### src/sv/lbc_pkg.sv
package lbc_pkg;

  localparam int KBPS_W = 18;
  localparam int TIME_W = 32;
  localparam int LOSS_W = 15;
  localparam int CNT_W  = 8;
  localparam int RECIP_W     = 23;
  localparam int RECIP_SHIFT = 22;

  typedef logic [KBPS_W-1:0]  kbps_t;
  typedef logic [KBPS_W:0]    kbps_wide_t;
  typedef logic [TIME_W-1:0]  ms_t;
  typedef logic [LOSS_W-1:0]  loss_t;
  typedef logic [CNT_W-1:0]   cnt_t;
  typedef logic [RECIP_W-1:0] recip_t;

  // mode codes; the spare code behaves as balanced
  localparam logic [1:0] MODE_BALANCED    = 2'd0;
  localparam logic [1:0] MODE_QUALITY     = 2'd1;
  localparam logic [1:0] MODE_LOW_LATENCY = 2'd2;
  localparam logic [1:0] MODE_SPARE       = 2'd3;

  // register word index
  localparam logic REG_MODE    = 1'b0;
  localparam logic REG_INITIAL = 1'b1;

  localparam kbps_t BITRATE_CAP  = 18'd150000;
  localparam kbps_t KBPS_MAX     = 18'h3FFFF;
  localparam kbps_t INITIAL_RST  = 18'd20000;
  localparam kbps_t LO_RST       = 18'd6000;
  localparam kbps_t HI_RST       = 18'd40000;
  localparam kbps_t MIN_BALANCED = 18'd3000;
  localparam kbps_t MIN_QUALITY  = 18'd5000;
  localparam kbps_t MIN_LOW_LAT  = 18'd2000;

  localparam ms_t COOLDOWN_LOW_LAT = 32'd1500;
  localparam ms_t COOLDOWN_DEFAULT = 32'd2000;

  localparam loss_t LOSS_HEAVY  = 15'd1280;
  localparam loss_t LOSS_MEDIUM = 15'd512;
  localparam loss_t LOSS_LIGHT  = 15'd128;

  localparam cnt_t RUN_MEDIUM       = 8'd2;
  localparam cnt_t RUN_LIGHT        = 8'd4;
  localparam cnt_t STABLE_QUALITY   = 8'd3;
  localparam cnt_t STABLE_DEFAULT   = 8'd5;
  localparam cnt_t CNT_MAX          = 8'd255;

  // ceil(f * 2^22 / d): exact floor(x*f/d) for any 18-bit x
  localparam recip_t RECIP_7_10  = 23'd2936013;
  localparam recip_t RECIP_9_10  = 23'd3774874;
  localparam recip_t RECIP_19_20 = 23'd3984589;
  localparam recip_t RECIP_21_20 = 23'd4404020;
  localparam recip_t RECIP_3_10  = 23'd1258292;
  localparam recip_t RECIP_6_5   = 23'd5033165;

  typedef struct packed {
    kbps_t lo;
    kbps_t hi;
  } limits_t;

  typedef struct packed {
    logic  wr;
    kbps_t kbps;
  } reload_t;

  typedef struct packed {
    kbps_t current;
    ms_t   last_change;
    cnt_t  stable;
    cnt_t  loss_run;
  } state_t;

  typedef struct packed {
    kbps_t bitrate;
    logic  changed;
    logic  in_cooldown;
  } result_t;

  function automatic kbps_wide_t scale(input kbps_t x, input recip_t m);
    logic [KBPS_W+RECIP_W-1:0] p;
    p = {{RECIP_W{1'b0}}, x} * {{KBPS_W{1'b0}}, m};
    return p[KBPS_W+RECIP_W-1:RECIP_SHIFT];
  endfunction

  function automatic cnt_t sat_inc(input cnt_t v);
    return (v == CNT_MAX) ? CNT_MAX : v + 8'd1;
  endfunction

endpackage

### src/sv/lbc_cfg_regs.sv
module lbc_cfg_regs (
  input  logic            clk,
  input  logic            rst,
  input  logic            psel,
  input  logic            penable,
  input  logic            pwrite,
  input  logic [2:0]      paddr,
  input  logic [31:0]     pwdata,
  output logic [31:0]     prdata,
  output logic            pready,
  output logic [1:0]      mode,
  output lbc_pkg::limits_t limits,
  output lbc_pkg::reload_t reload
);
  import lbc_pkg::*;

  kbps_t      initial_kbps;
  limits_t    limits_next;
  kbps_wide_t hi_wide;
  kbps_wide_t lo_wide;
  logic       wr_en;

  assign pready = 1'b1;
  assign wr_en  = psel && penable && pwrite;

  always_ff @(posedge clk) begin
    if (rst) begin
      mode         <= MODE_BALANCED;
      initial_kbps <= INITIAL_RST;
    end else if (wr_en) begin
      unique case (paddr[2])
        REG_MODE:    mode         <= pwdata[1:0];
        REG_INITIAL: initial_kbps <= pwdata[KBPS_W-1:0];
        default: ;
      endcase
    end
  end

  // a write of the initial rate reloads the running rate
  assign reload.wr   = wr_en && (paddr[2] == REG_INITIAL);
  assign reload.kbps = pwdata[KBPS_W-1:0];

  always_comb begin
    unique case (paddr[2])
      REG_MODE:    prdata = {30'd0, mode};
      REG_INITIAL: prdata = {14'd0, initial_kbps};
      default:     prdata = 32'd0;
    endcase
  end

  always_comb begin
    unique case (mode)
      MODE_QUALITY: begin
        lo_wide = {2'b0, initial_kbps[KBPS_W-1:1]};
        hi_wide = kbps_wide_t'(({2'b0, initial_kbps, 1'b0} + {3'b0, initial_kbps}) >> 1);
        if (lo_wide < {1'b0, MIN_QUALITY}) lo_wide = {1'b0, MIN_QUALITY};
        if (hi_wide > {1'b0, BITRATE_CAP}) hi_wide = {1'b0, BITRATE_CAP};
      end
      MODE_LOW_LATENCY: begin
        lo_wide = {1'b0, MIN_LOW_LAT};
        hi_wide = scale(initial_kbps, RECIP_6_5);
      end
      default: begin
        lo_wide = scale(initial_kbps, RECIP_3_10);
        hi_wide = {initial_kbps, 1'b0};
        if (lo_wide < {1'b0, MIN_BALANCED}) lo_wide = {1'b0, MIN_BALANCED};
        if (hi_wide > {1'b0, BITRATE_CAP}) hi_wide = {1'b0, BITRATE_CAP};
      end
    endcase
    limits_next.lo = lo_wide[KBPS_W-1:0];
    limits_next.hi = (hi_wide > {1'b0, KBPS_MAX}) ? KBPS_MAX : hi_wide[KBPS_W-1:0];
  end

  always_ff @(posedge clk) begin
    if (rst) begin
      limits <= '{lo: LO_RST, hi: HI_RST};
    end else begin
      limits <= limits_next;
    end
  end

endmodule

### src/sv/lbc_step.sv
module lbc_step (
  input  lbc_pkg::ms_t     now_ms,
  input  lbc_pkg::loss_t   loss_pct_q8,
  input  logic [1:0]       mode,
  input  lbc_pkg::limits_t limits,
  input  lbc_pkg::state_t  state,
  output lbc_pkg::state_t  state_next,
  output lbc_pkg::result_t result
);
  import lbc_pkg::*;

  ms_t        elapsed;
  ms_t        cooldown;
  logic       cooling;
  cnt_t       run_inc;
  cnt_t       stable_inc;
  cnt_t       stable_need;
  logic       apply;
  recip_t     recip;
  kbps_wide_t target;
  kbps_t      clamped;

  assign elapsed     = now_ms - state.last_change;
  assign cooldown    = (mode == MODE_LOW_LATENCY) ? COOLDOWN_LOW_LAT : COOLDOWN_DEFAULT;
  assign cooling     = elapsed < cooldown;
  assign run_inc     = sat_inc(state.loss_run);
  assign stable_inc  = sat_inc(state.stable);
  assign stable_need = (mode == MODE_QUALITY) ? STABLE_QUALITY : STABLE_DEFAULT;

  always_comb begin
    apply               = 1'b0;
    recip               = RECIP_7_10;
    state_next          = state;
    if (loss_pct_q8 > LOSS_HEAVY) begin
      apply               = 1'b1;
      state_next.stable   = '0;
      state_next.loss_run = run_inc;
    end else if (loss_pct_q8 > LOSS_MEDIUM) begin
      state_next.loss_run = run_inc;
      if (run_inc >= RUN_MEDIUM) begin
        apply             = 1'b1;
        recip             = RECIP_9_10;
        state_next.stable = '0;
      end
    end else if (loss_pct_q8 > LOSS_LIGHT) begin
      state_next.loss_run = run_inc;
      state_next.stable   = '0;
      if (run_inc >= RUN_LIGHT) begin
        apply = 1'b1;
        recip = RECIP_19_20;
      end
    end else begin
      // clean tick: probe upward once the stable streak is long enough
      state_next.loss_run = '0;
      state_next.stable   = stable_inc;
      if (stable_inc >= stable_need && state.current < limits.hi) begin
        apply             = 1'b1;
        recip             = RECIP_21_20;
        state_next.stable = '0;
      end
    end

    target = apply ? scale(state.current, recip) : {1'b0, state.current};
    // minimum first, then maximum, so the maximum prevails
    if (target < {1'b0, limits.lo}) target = {1'b0, limits.lo};
    clamped = (target > {1'b0, limits.hi}) ? limits.hi : target[KBPS_W-1:0];

    state_next.current     = clamped;
    state_next.last_change = (clamped != state.current) ? now_ms : state.last_change;
    result.bitrate         = clamped;
    result.changed         = clamped != state.current;
    result.in_cooldown     = 1'b0;

    // inside the cooldown window: hold everything
    if (cooling) begin
      state_next         = state;
      result.bitrate     = state.current;
      result.changed     = 1'b0;
      result.in_cooldown = 1'b1;
    end
  end

endmodule

### src/sv/loss_driven_bitrate_controller_top.sv
// Loss-driven bitrate controller.
// Input channel (in_valid / in_stall) carries one tick: now_ms and
// loss_pct_q8. Output channel (out_valid / out_stall) returns one item per
// tick: bitrate_kbps, changed and in_cooldown, in tick order.
// An APB-style port holds mode (address 0) and initial_kbps (address 4);
// writing initial_kbps also reloads the running bitrate. Write only while
// no tick is in flight.
// A tick is captured in the input register and its result is captured in
// the result register. Throughput: one tick per cycle unless out_stall
// holds a valid result; the bitrate, counters and last-change time are
// updated by one registered pass (one 18x23 reciprocal multiply plus
// clamp) between the input register and the result register.
// Reset (synchronous, rst high) empties both stages, restores the register
// defaults (balanced, 20000 kbps) and clears the counters and the
// last-change time. The min/max limits have their own register after mode.
// When out_stall is high the result holds; if the input register is empty,
// it takes one more tick, then in_stall rises until the result is taken.
module loss_driven_bitrate_controller_top (
  input  logic                clk,
  input  logic                rst,
  input  logic                psel,
  input  logic                penable,
  input  logic                pwrite,
  input  logic [2:0]          paddr,
  input  logic [31:0]         pwdata,
  output logic [31:0]         prdata,
  output logic                pready,
  input  logic                in_valid,
  output logic                in_stall,
  input  lbc_pkg::ms_t        now_ms,
  input  lbc_pkg::loss_t      loss_pct_q8,
  output logic                out_valid,
  input  logic                out_stall,
  output lbc_pkg::kbps_t      bitrate_kbps,
  output logic                changed,
  output logic                in_cooldown
);
  import lbc_pkg::*;

  logic    [1:0] mode;
  limits_t limits;
  reload_t reload;

  logic    s1_valid;
  ms_t     s1_now;
  loss_t   s1_loss;
  logic    advance;
  logic    fire;
  state_t  state;
  state_t  state_next;
  result_t result_next;
  result_t result;

  lbc_cfg_regs u_cfg (
    .clk     (clk),
    .rst     (rst),
    .psel    (psel),
    .penable (penable),
    .pwrite  (pwrite),
    .paddr   (paddr),
    .pwdata  (pwdata),
    .prdata  (prdata),
    .pready  (pready),
    .mode    (mode),
    .limits  (limits),
    .reload  (reload)
  );

  lbc_step u_step (
    .now_ms      (s1_now),
    .loss_pct_q8 (s1_loss),
    .mode        (mode),
    .limits      (limits),
    .state       (state),
    .state_next  (state_next),
    .result      (result_next)
  );

  assign advance  = !out_valid || !out_stall;
  assign in_stall = s1_valid && !advance;
  assign fire     = s1_valid && advance;

  // load whenever the input register is free or moving on
  always_ff @(posedge clk) begin
    if (rst) begin
      s1_valid <= 1'b0;
    end else if (!in_stall) begin
      s1_valid <= in_valid;
    end
  end

  always_ff @(posedge clk) begin
    if (in_valid && !in_stall) begin
      s1_now  <= now_ms;
      s1_loss <= loss_pct_q8;
    end
  end

  always_ff @(posedge clk) begin
    if (rst) begin
      state <= '{current: INITIAL_RST, last_change: '0, stable: '0, loss_run: '0};
    end else if (reload.wr) begin
      state.current <= reload.kbps;
    end else if (fire) begin
      state <= state_next;
    end
  end

  always_ff @(posedge clk) begin
    if (rst) begin
      out_valid <= 1'b0;
    end else if (advance) begin
      out_valid <= s1_valid;
    end
  end

  // hold the result while the receiver stalls
  always_ff @(posedge clk) begin
    if (fire) begin
      result <= result_next;
    end
  end

  assign bitrate_kbps = result.bitrate;
  assign changed      = result.changed;
  assign in_cooldown  = result.in_cooldown;

endmodule

### config.mk
export PLATFORM = sky130hd
export DESIGN_NAME = loss_driven_bitrate_controller_top
export DESIGN_NICKNAME = d
export VERILOG_FILES = /design/src/sv/lbc_pkg.sv /design/src/sv/lbc_cfg_regs.sv /design/src/sv/lbc_step.sv /design/src/sv/loss_driven_bitrate_controller_top.sv
export SDC_FILE = /design/constraint.sdc
export NUM_CORES = 2
export LEC_CHECK = 0
export ABC_AREA = 1
export ABC_CLOCK_PERIOD_IN_PS = 28600
export BUFFER_PORTS_ARGS = -buffer_cell sky130_fd_sc_hd__buf_2
export CELL_PAD_IN_SITES_DETAIL_PLACEMENT = 0
export CELL_PAD_IN_SITES_GLOBAL_PLACEMENT = 1
export CORE_MARGIN = 3
export CORE_UTILIZATION = 45
export DETAILED_ROUTE_END_ITERATION = 16
export GPL_TIMING_DRIVEN = 0
export PLACE_DENSITY_LB_ADDON = 0.1
export REMOVE_ABC_BUFFERS = 1
export SYNTH_ARGS = -nofsm -noshare
export SYNTH_HDL_FRONTEND = slang
export SYNTH_SLANG_ARGS = --single-unit
### constraint.sdc
create_clock -name clk -period 28.6 [get_ports clk]
set_input_delay 2.86 -clock clk [delete_from_list [all_inputs] [get_ports clk]]
set_output_delay 2.86 -clock clk [all_outputs]
set_load 0.005 [all_outputs]
* Word level (Yosys, flattened, before mapping)
Cells that the tools add are included.
** Operators by class
- Reductions and logical operators :: 20
- $add $sub $neg :: 4
- Mux-type cells :: 37
- $mul :: 3
- Equal/unequal tests :: 7
- $lt $le $gt $ge :: 15
- Bitwise logic cells :: 3
** Operator list (count)
- $mux 66 :: 2
- $mux 23 :: 4
- $mux 19 :: 4
- $pmux 32 s2 :: 1
- $gt 19x18->1 const B :: 3
- $mux 18 :: 3
- $mux 16 :: 3
- $mux 21 :: 2
- $mul 18x23->41 :: 1
- $mul 18x23->41 const B :: 1
- $pmux 19 s2 :: 1
- $mul 18x19->37 const B :: 1
- $pmux 18 s2 :: 1
- $mux 17 :: 2
- $lt 32x32->1 :: 1
- $mux 32 :: 1
- $mux 8 :: 4
- $sub 32x32->32 :: 1
- $add 19x18->20 :: 1
- $mux 20 :: 1
- $gt 19x18->1 :: 1
- $lt 19x18->1 :: 1
- $lt 18x18->1 :: 1
- $ne 18x18->1 :: 1
- other kinds (26) :: 47
** Storage, ports and cells
- Input bits :: 89
- Logic and storage cells :: 105
- Bits in registers :: 191
- Output and inout port bits :: 55

* Depth between registers and ports, before layout
- Depth in word-level cells :: 19
- Depth in mapped cells :: 84
- Gate-level depth less buffers :: 80

* Modules after synthesis
Synthesis repeated with hierarchy kept, for this count alone.
** Unflattened totals
- Cell total of the unflattened synthesis :: 4501
- Area total of the unflattened synthesis :: 32067.0 um^2
** Modules (own cells, without submodules)
- lbc_step :: cells an instance 2423, area an instance 15951.5 um^2, times used 1, sequential area each 0.0 um^2
- lbc_cfg_regs :: cells an instance 1661, area an instance 11457.2 um^2, times used 1, sequential area each 1101.1 um^2
- loss_driven_bitrate_controller_top :: cells an instance 417, area an instance 4658.2 um^2, times used 1, sequential area each 3373.2 um^2

* Least setup slack after synthesis
No wires, ideal clock.
- Path type :: register to register
- Start :: register, netlist name state[8]
- End :: register result, in the netlist changed (data pin)
- Data required time :: 28.350 ns
- Setup time :: 0.250 ns
- Path slack :: 17.160 ns
- Period minus slack after synthesis :: 11.440 ns
- Cell stages (with the launch flop) :: 76
- Buffers on the path :: 6
- Arrival :: 11.190 ns
- Cell sequence :: dfxtp_1 > ha_1 > nand2_2 > nor2_1 > nand2_2 > inv_2 > a21oi_1 > inv_1 > ha_1 > nand2_1 > nand3_2 > nand3_2 > nand2_1 > clkbuf_1 > clkbuf_1 > nand2_1 > fa_1 > inv_1 > [... 40 more ...] > nand2_1 > nand2_1 > nand2_1 > nand2_1 > nand2_1 > inv_1 > buf_1 > nand3_1 > nand3_1 > nand2_1 > nor2_1 > nand2_1 > nor2_1 > nand3_1 > buf_4 > buf_6 > nand2_1 > inv_1
** Between the ends
- Cells in the longest elaborated chain, start to end :: 15
- Elaborated cells between the ends (all ways) :: 20
- Classes of those cells :: 1 x add/sub; 1 x mul; 3 x order compare; 2 x eq/ne; 12 x mux; 1 x reduce/logical
** Ends and longest elaborated chain
- $add 8x1->8 / $eq 8x8->1 (equally long branches) :: RTL line lbc_pkg.sv:87 : return (v == CNT_MAX) ? CNT_MAX : v + 8'd1;
- $mux 8 (*) :: RTL line lbc_pkg.sv:87
- $ge 8x8->1 (*) :: RTL line lbc_step.sv:56 : if (stable_inc >= stable_need && state.current < limits.hi) begin
- $logic_and 1x1->1 (*) :: RTL line lbc_step.sv:56
- $mux 23 :: RTL line lbc_step.sv:56
- $mux 23 :: RTL line lbc_step.sv:45 : end else if (loss_pct_q8 > LOSS_LIGHT) begin
- $mux 23 :: RTL line lbc_step.sv:38 : end else if (loss_pct_q8 > LOSS_MEDIUM) begin
- $mux 23 :: RTL line lbc_step.sv:34 : if (loss_pct_q8 > LOSS_HEAVY) begin
- $mul 18x23->41 :: RTL line lbc_pkg.sv:82 : p = {{RECIP_W{1'b0}}, x} * {{KBPS_W{1'b0}}, m};
- $mux 19 (*) :: RTL line lbc_step.sv:63 : target = apply ? scale(state.current, recip) : {1'b0, state.current};
- $lt 19x18->1 :: RTL line lbc_step.sv:65 : if (target < {1'b0, limits.lo}) target = {1'b0, limits.lo};
- $mux 19 (*) :: RTL line lbc_step.sv:65
- $gt 19x18->1 :: RTL line lbc_step.sv:66 : clamped = (target > {1'b0, limits.hi}) ? limits.hi : target[KBPS_W-1:0];
- $mux 18 (*) :: RTL line lbc_step.sv:66
- $ne 18x18->1 (*) :: RTL line lbc_step.sv:71 : result.changed = clamped != state.current;
- end signal: assignment :: RTL line loss_driven_bitrate_controller_top.sv:120 : result <= result_next;
- end: declaration :: RTL line loss_driven_bitrate_controller_top.sv:52 : result_t result;
Every way passes the cells marked *; elsewhere a longest branch is shown, timed or not.
A chain may end at the register's enable or synchronous reset.

* Final worst setup path
- Start :: register u_cfg.mode[1]
- End :: register, netlist name state[28]
** Between the ends
- Cells in the longest elaborated chain, start to end :: 16
- Elaborated cells between the ends (all ways) :: 24
- Classes of those cells :: 1 x mul; 4 x order compare; 3 x eq/ne; 13 x mux; 1 x bitwise; 2 x reduce/logical
** Ends and longest elaborated chain
- start: declaration :: RTL line lbc_cfg_regs.sv:11 : output logic [1:0] mode,
- start signal: assignment :: RTL line lbc_cfg_regs.sv:32 : REG_MODE: mode <= pwdata[1:0];
- $eq 2x1->1 :: RTL line lbc_step.sv:28 : assign stable_need = (mode == MODE_QUALITY) ? STABLE_QUALITY : STABLE_DEFAULT;
- $mux 3 :: RTL line lbc_step.sv:28
- $ge 8x8->1 :: RTL line lbc_step.sv:56
- $logic_and 1x1->1 :: RTL line lbc_step.sv:56
- $mux 23 :: RTL line lbc_step.sv:56
- $mux 23 :: RTL line lbc_step.sv:45
- $mux 23 :: RTL line lbc_step.sv:38
- $mux 23 :: RTL line lbc_step.sv:34
- $mul 18x23->41 :: RTL line lbc_pkg.sv:82
- $mux 19 :: RTL line lbc_step.sv:63
- $lt 19x18->1 :: RTL line lbc_step.sv:65
- $mux 19 :: RTL line lbc_step.sv:65
- $gt 19x18->1 :: RTL line lbc_step.sv:66
- $mux 18 :: RTL line lbc_step.sv:66
- $ne 18x18->1 :: RTL line lbc_step.sv:69 : state_next.last_change = (clamped != state.current) ? now_ms : state.last_change;
- $reduce_and 4->1 (no line) (*)
Marks and branches as above.

==> results by group <==
Outcome
  • Status: finished, final reports clean

Worst setup path
  • Worst Path Required: 29.02 ns
  • Worst Setup End Kind: flip-flop
  • Most used cell, CP: nand2_1
  • Max incr delay on CP: 1.18 ns
  • Crit-path max FO: 41
  • Crit path kind: flip-flop to flip-flop
  • Slowest CP cell: nand2_1
  • CP Launch Type: flip-flop
  • Crit path DAT: 18.86 ns

GRT
  • Largest net degree at the start of global routing: 85
  • Vias in the first global route: 24740
  • GR Overflow Total: 0
  • GRT Total Usage: 27.11%
  • First-pass GRT wire length: 141.7 mm
  • Initial antenna violation count: 0

CTS
  • Post-CTS sizing: 0
  • Clk sink count: 190
  • Post-CTS setup buffers: 0
  • H-tree Lvls: 4
  • CTS root buffer: clkbuf_16
  • Skew-Pair Late Insertion Delay: 0.48 ns
  • TritonCTS buffer count: 17
  • CTS tree: done
  • Hold buffer count at cts: 0
  • Clock transition at path regs: 0.08 ns
  • Clock Tree Buf Depth: 2

Synthesis
  • Cell area after synthesis: 29470 sq um
  • Post-synth ARST share: 0%
  • Avg Inst Size Synth: 7.499 sq um
  • Post-synth EDFFs: 67
  • Post-synthesis cell count: 3930
  • Syn. warnings: 0
  • Synthesized flop and latch total: 190
  • Post-synthesis sequential area ratio: 15.18%
  • Prevailing post-synth register cell: dfxtp_1
  • Unique masters post-synth: 62

Die
  • Vert. Die Dim: 261.9 um
  • Std-Cell Rows: 93
  • Die W: 261.9 um
  • Core Region: 64580 sq um
  • Die area: 68600 sq um
  • Starting Density: 45.63%
  • Num ports: 144

Timing
  • Post-layout min period: 18.44 ns
  • Setup Skew: 0.01903 ns
  • Rel. slew slack: 8.131%
  • Final hold vios: 0
  • Setup tns final: 0 ns
  • Fin. max-slew vios: 0
  • RSZ-0062 raised after global routing: false
  • Final Setup Violations: 0
  • Fin crit share: 64.47%
  • Maximum clock frequency: 54.24 MHz
  • Slew @ Worst Pin: 1.378 ns

Routing
  • DR vias: 24560
  • Routed WL: 90.99 mm
  • Metal2 WL: 44.25 mm
  • WL met3: 3.369 mm
  • DRT Pass-1 Iters: 5
  • Iter 0 DRT Violations: 1455
  • Routed vias/inst: 5.064
  • Top layer in use: met4
  • Metal-1 WL: 39.97 mm
  • Drc violations: 0
  • DR WL/cell: 18.76 um
  • Post-route ant nets: 0

Job
  • Max Cap Viol: 0

Final layout
  • Fillers: 6730
  • Ant diodes: 0
  • Post-Layout Cell Count: 4849
  • Fraction of layout instances using a drive strength above 1: 5.133%
  • # nets final: 4783
  • Layout area overhead: 6.406%

Placed design
  • # port buffers: 112
  • Placer Congestion: 1.010
  • DP HPWL: 77.49 mm
  • Placed Instances: 4817

Worst hold path
  • Hold crit path type: flip-flop to flip-flop
cell usage after synthesis, types with 6 or more instances:
library cell,count,area (sq um)
o21ai_0,142,710.7
inv_2,9,33.78
ha_1,364,4554
o21bai_1,9,67.56
xor2_1,48,420.4
nand2_2,7,43.79
nand2_1,808,3033
a21boi_0,11,82.58
edfxtp_1,67,2012
nor2_1,277,1040
nor4_1,13,81.33
xnor2_1,23,201.4
nor3_1,30,150.1
o2111ai_1,13,113.9
a211oi_1,9,67.56
o21a_1,10,75.07
nand4_1,36,225.2
buf_4,18,135.1
a31oi_1,14,87.58
inv_1,888,3333
o211ai_1,7,52.55
buf_6,6,67.56
nand3_1,200,1001
a21oi_1,288,1441
or2_2,15,93.84
buf_2,15,75.07
fa_1,349,6987
o31ai_1,6,45.04
buf_1,10,37.54
clkbuf_1,51,191.4
dfxtp_1,123,2462
o21ai_1,6,30.03
through the flow:
| stage | setup slack [ns] | util (%) | cell area [sq um] | hold slack (ns) |
|---|---|---|---|---|
| 6_report | 10.16 | 48.56 | 31360 | 0.4815 |
| 5_1_grt | 8.843 | 48.56 | 31360 | 0.5087 |
| 4_1_cts | 10.13 | 48.56 | 31360 | 0.4834 |
| 3_5_place_dp | 10.19 | 47.67 | 30790 | 0.4685 |
| 3_3_place_gp | 8.642 | 47.46 | 30650 | 0.4593 |
| 2_1_floorplan | 14.79 | - | 29020 | 0.4445 |
logic make-up (layout without fill, tap and decap cells):
group | count (synthesis) | count (layout) | synth area share (%)
AOI/OAI and AO/OA | 539 | 539 | 10.18
xor gates and xnor gates | 71 | 71 | 2.110
adders and majority gates | 713 | 713 | 39.16
buffers and inverters | 1000 | 1050 | 13.18
DFF | 190 | 190 | 15.18
other | 2 | 16 | 0.02548
and+or+nand+nor | 1415 | 1415 | 20.16
cell usage in the layout (no fill, tap or decap), types with 13 or more instances in the layout:
| master | instances |
|---|---|
| inv_1 | 886 |
| nand2_1 | 808 |
| ha_1 | 364 |
| fa_1 | 349 |
| a21oi_1 | 288 |
| nor2_1 | 276 |
| nand3_1 | 199 |
| o21ai_0 | 142 |
| dfxtp_1 | 123 |
| buf_2 | 112 |
| edfxtp_1 | 67 |
| xor2_1 | 48 |
| nand4_1 | 36 |
| nor3_1 | 30 |
| xnor2_1 | 23 |
| clkbuf_16 | 17 |
| conb_1 | 16 |
| or2_2 | 15 |
| a31oi_1 | 14 |
| nor4_1 | 13 |
| o2111ai_1 | 13 |
layer usage:
layer / vias up / global-route usage [%]
li1: 12360 / -
met1: 11560 / 35.14
met2: 488 / 46.87
met3: 145 / 3.228
met4: 0 / 9.449
met5: - / 0
flip-flops by register name, summed over array words and instances (netlist names):
signal              flops
bitrate_kbps           18
changed                 1
in_cooldown             1
out_valid               1
s1_loss                15
s1_now                 32
s1_valid                1
state                  66
u_cfg.initial_kbps     18
u_cfg.limits           35
u_cfg.mode              2
final cells by class:
type	instances	area (sq um)	share of cell area [%]
clock buffer	20	446.7	1.424
clock inverter	12	125.1	0.3990
inverter	900	3381	10.78
multi-input combinational	2754	21170	67.51
sequential	190	4474	14.27
tap	855	1070	3.411
timing repair buffer	118	690.7	2.202
worst max-delay path, delay by kind of cell, from the launching register on:
family | cells | cell delay, ns
xor+xnor | 2 | 0.79
fa+ha+maj | 11 | 5.05
buf+inv | 11 | 2.74
flops | 1 | 0.32
compound gates | 10 | 2.24
simple gates | 34 | 7.08
path summary, 6_finish.rpt:
| kind | from | endpoint | slack [ns] | depth (start not counted) |
|---|---|---|---|---|
| max | u_cfg.mode[1]$_SDFFE_PP0P_ | state[28]$_SDFFE_PP0P_ | 10.16 | 68 |
| min | s1_valid$_SDFFE_PP0N_ | out_valid$_SDFFE_PP0N_ | 0.48 | 2 |
| max reg2reg | u_cfg.mode[1]$_SDFFE_PP0P_ | state[28]$_SDFFE_PP0P_ | 10.16 | 68 |
| min reg2reg | s1_valid$_SDFFE_PP0N_ | out_valid$_SDFFE_PP0N_ | 0.48 | 2 |
Power is left out: the tool's default activity adds up to more than one toggle a clock period on the data nets, which glitch-free logic cannot reach.
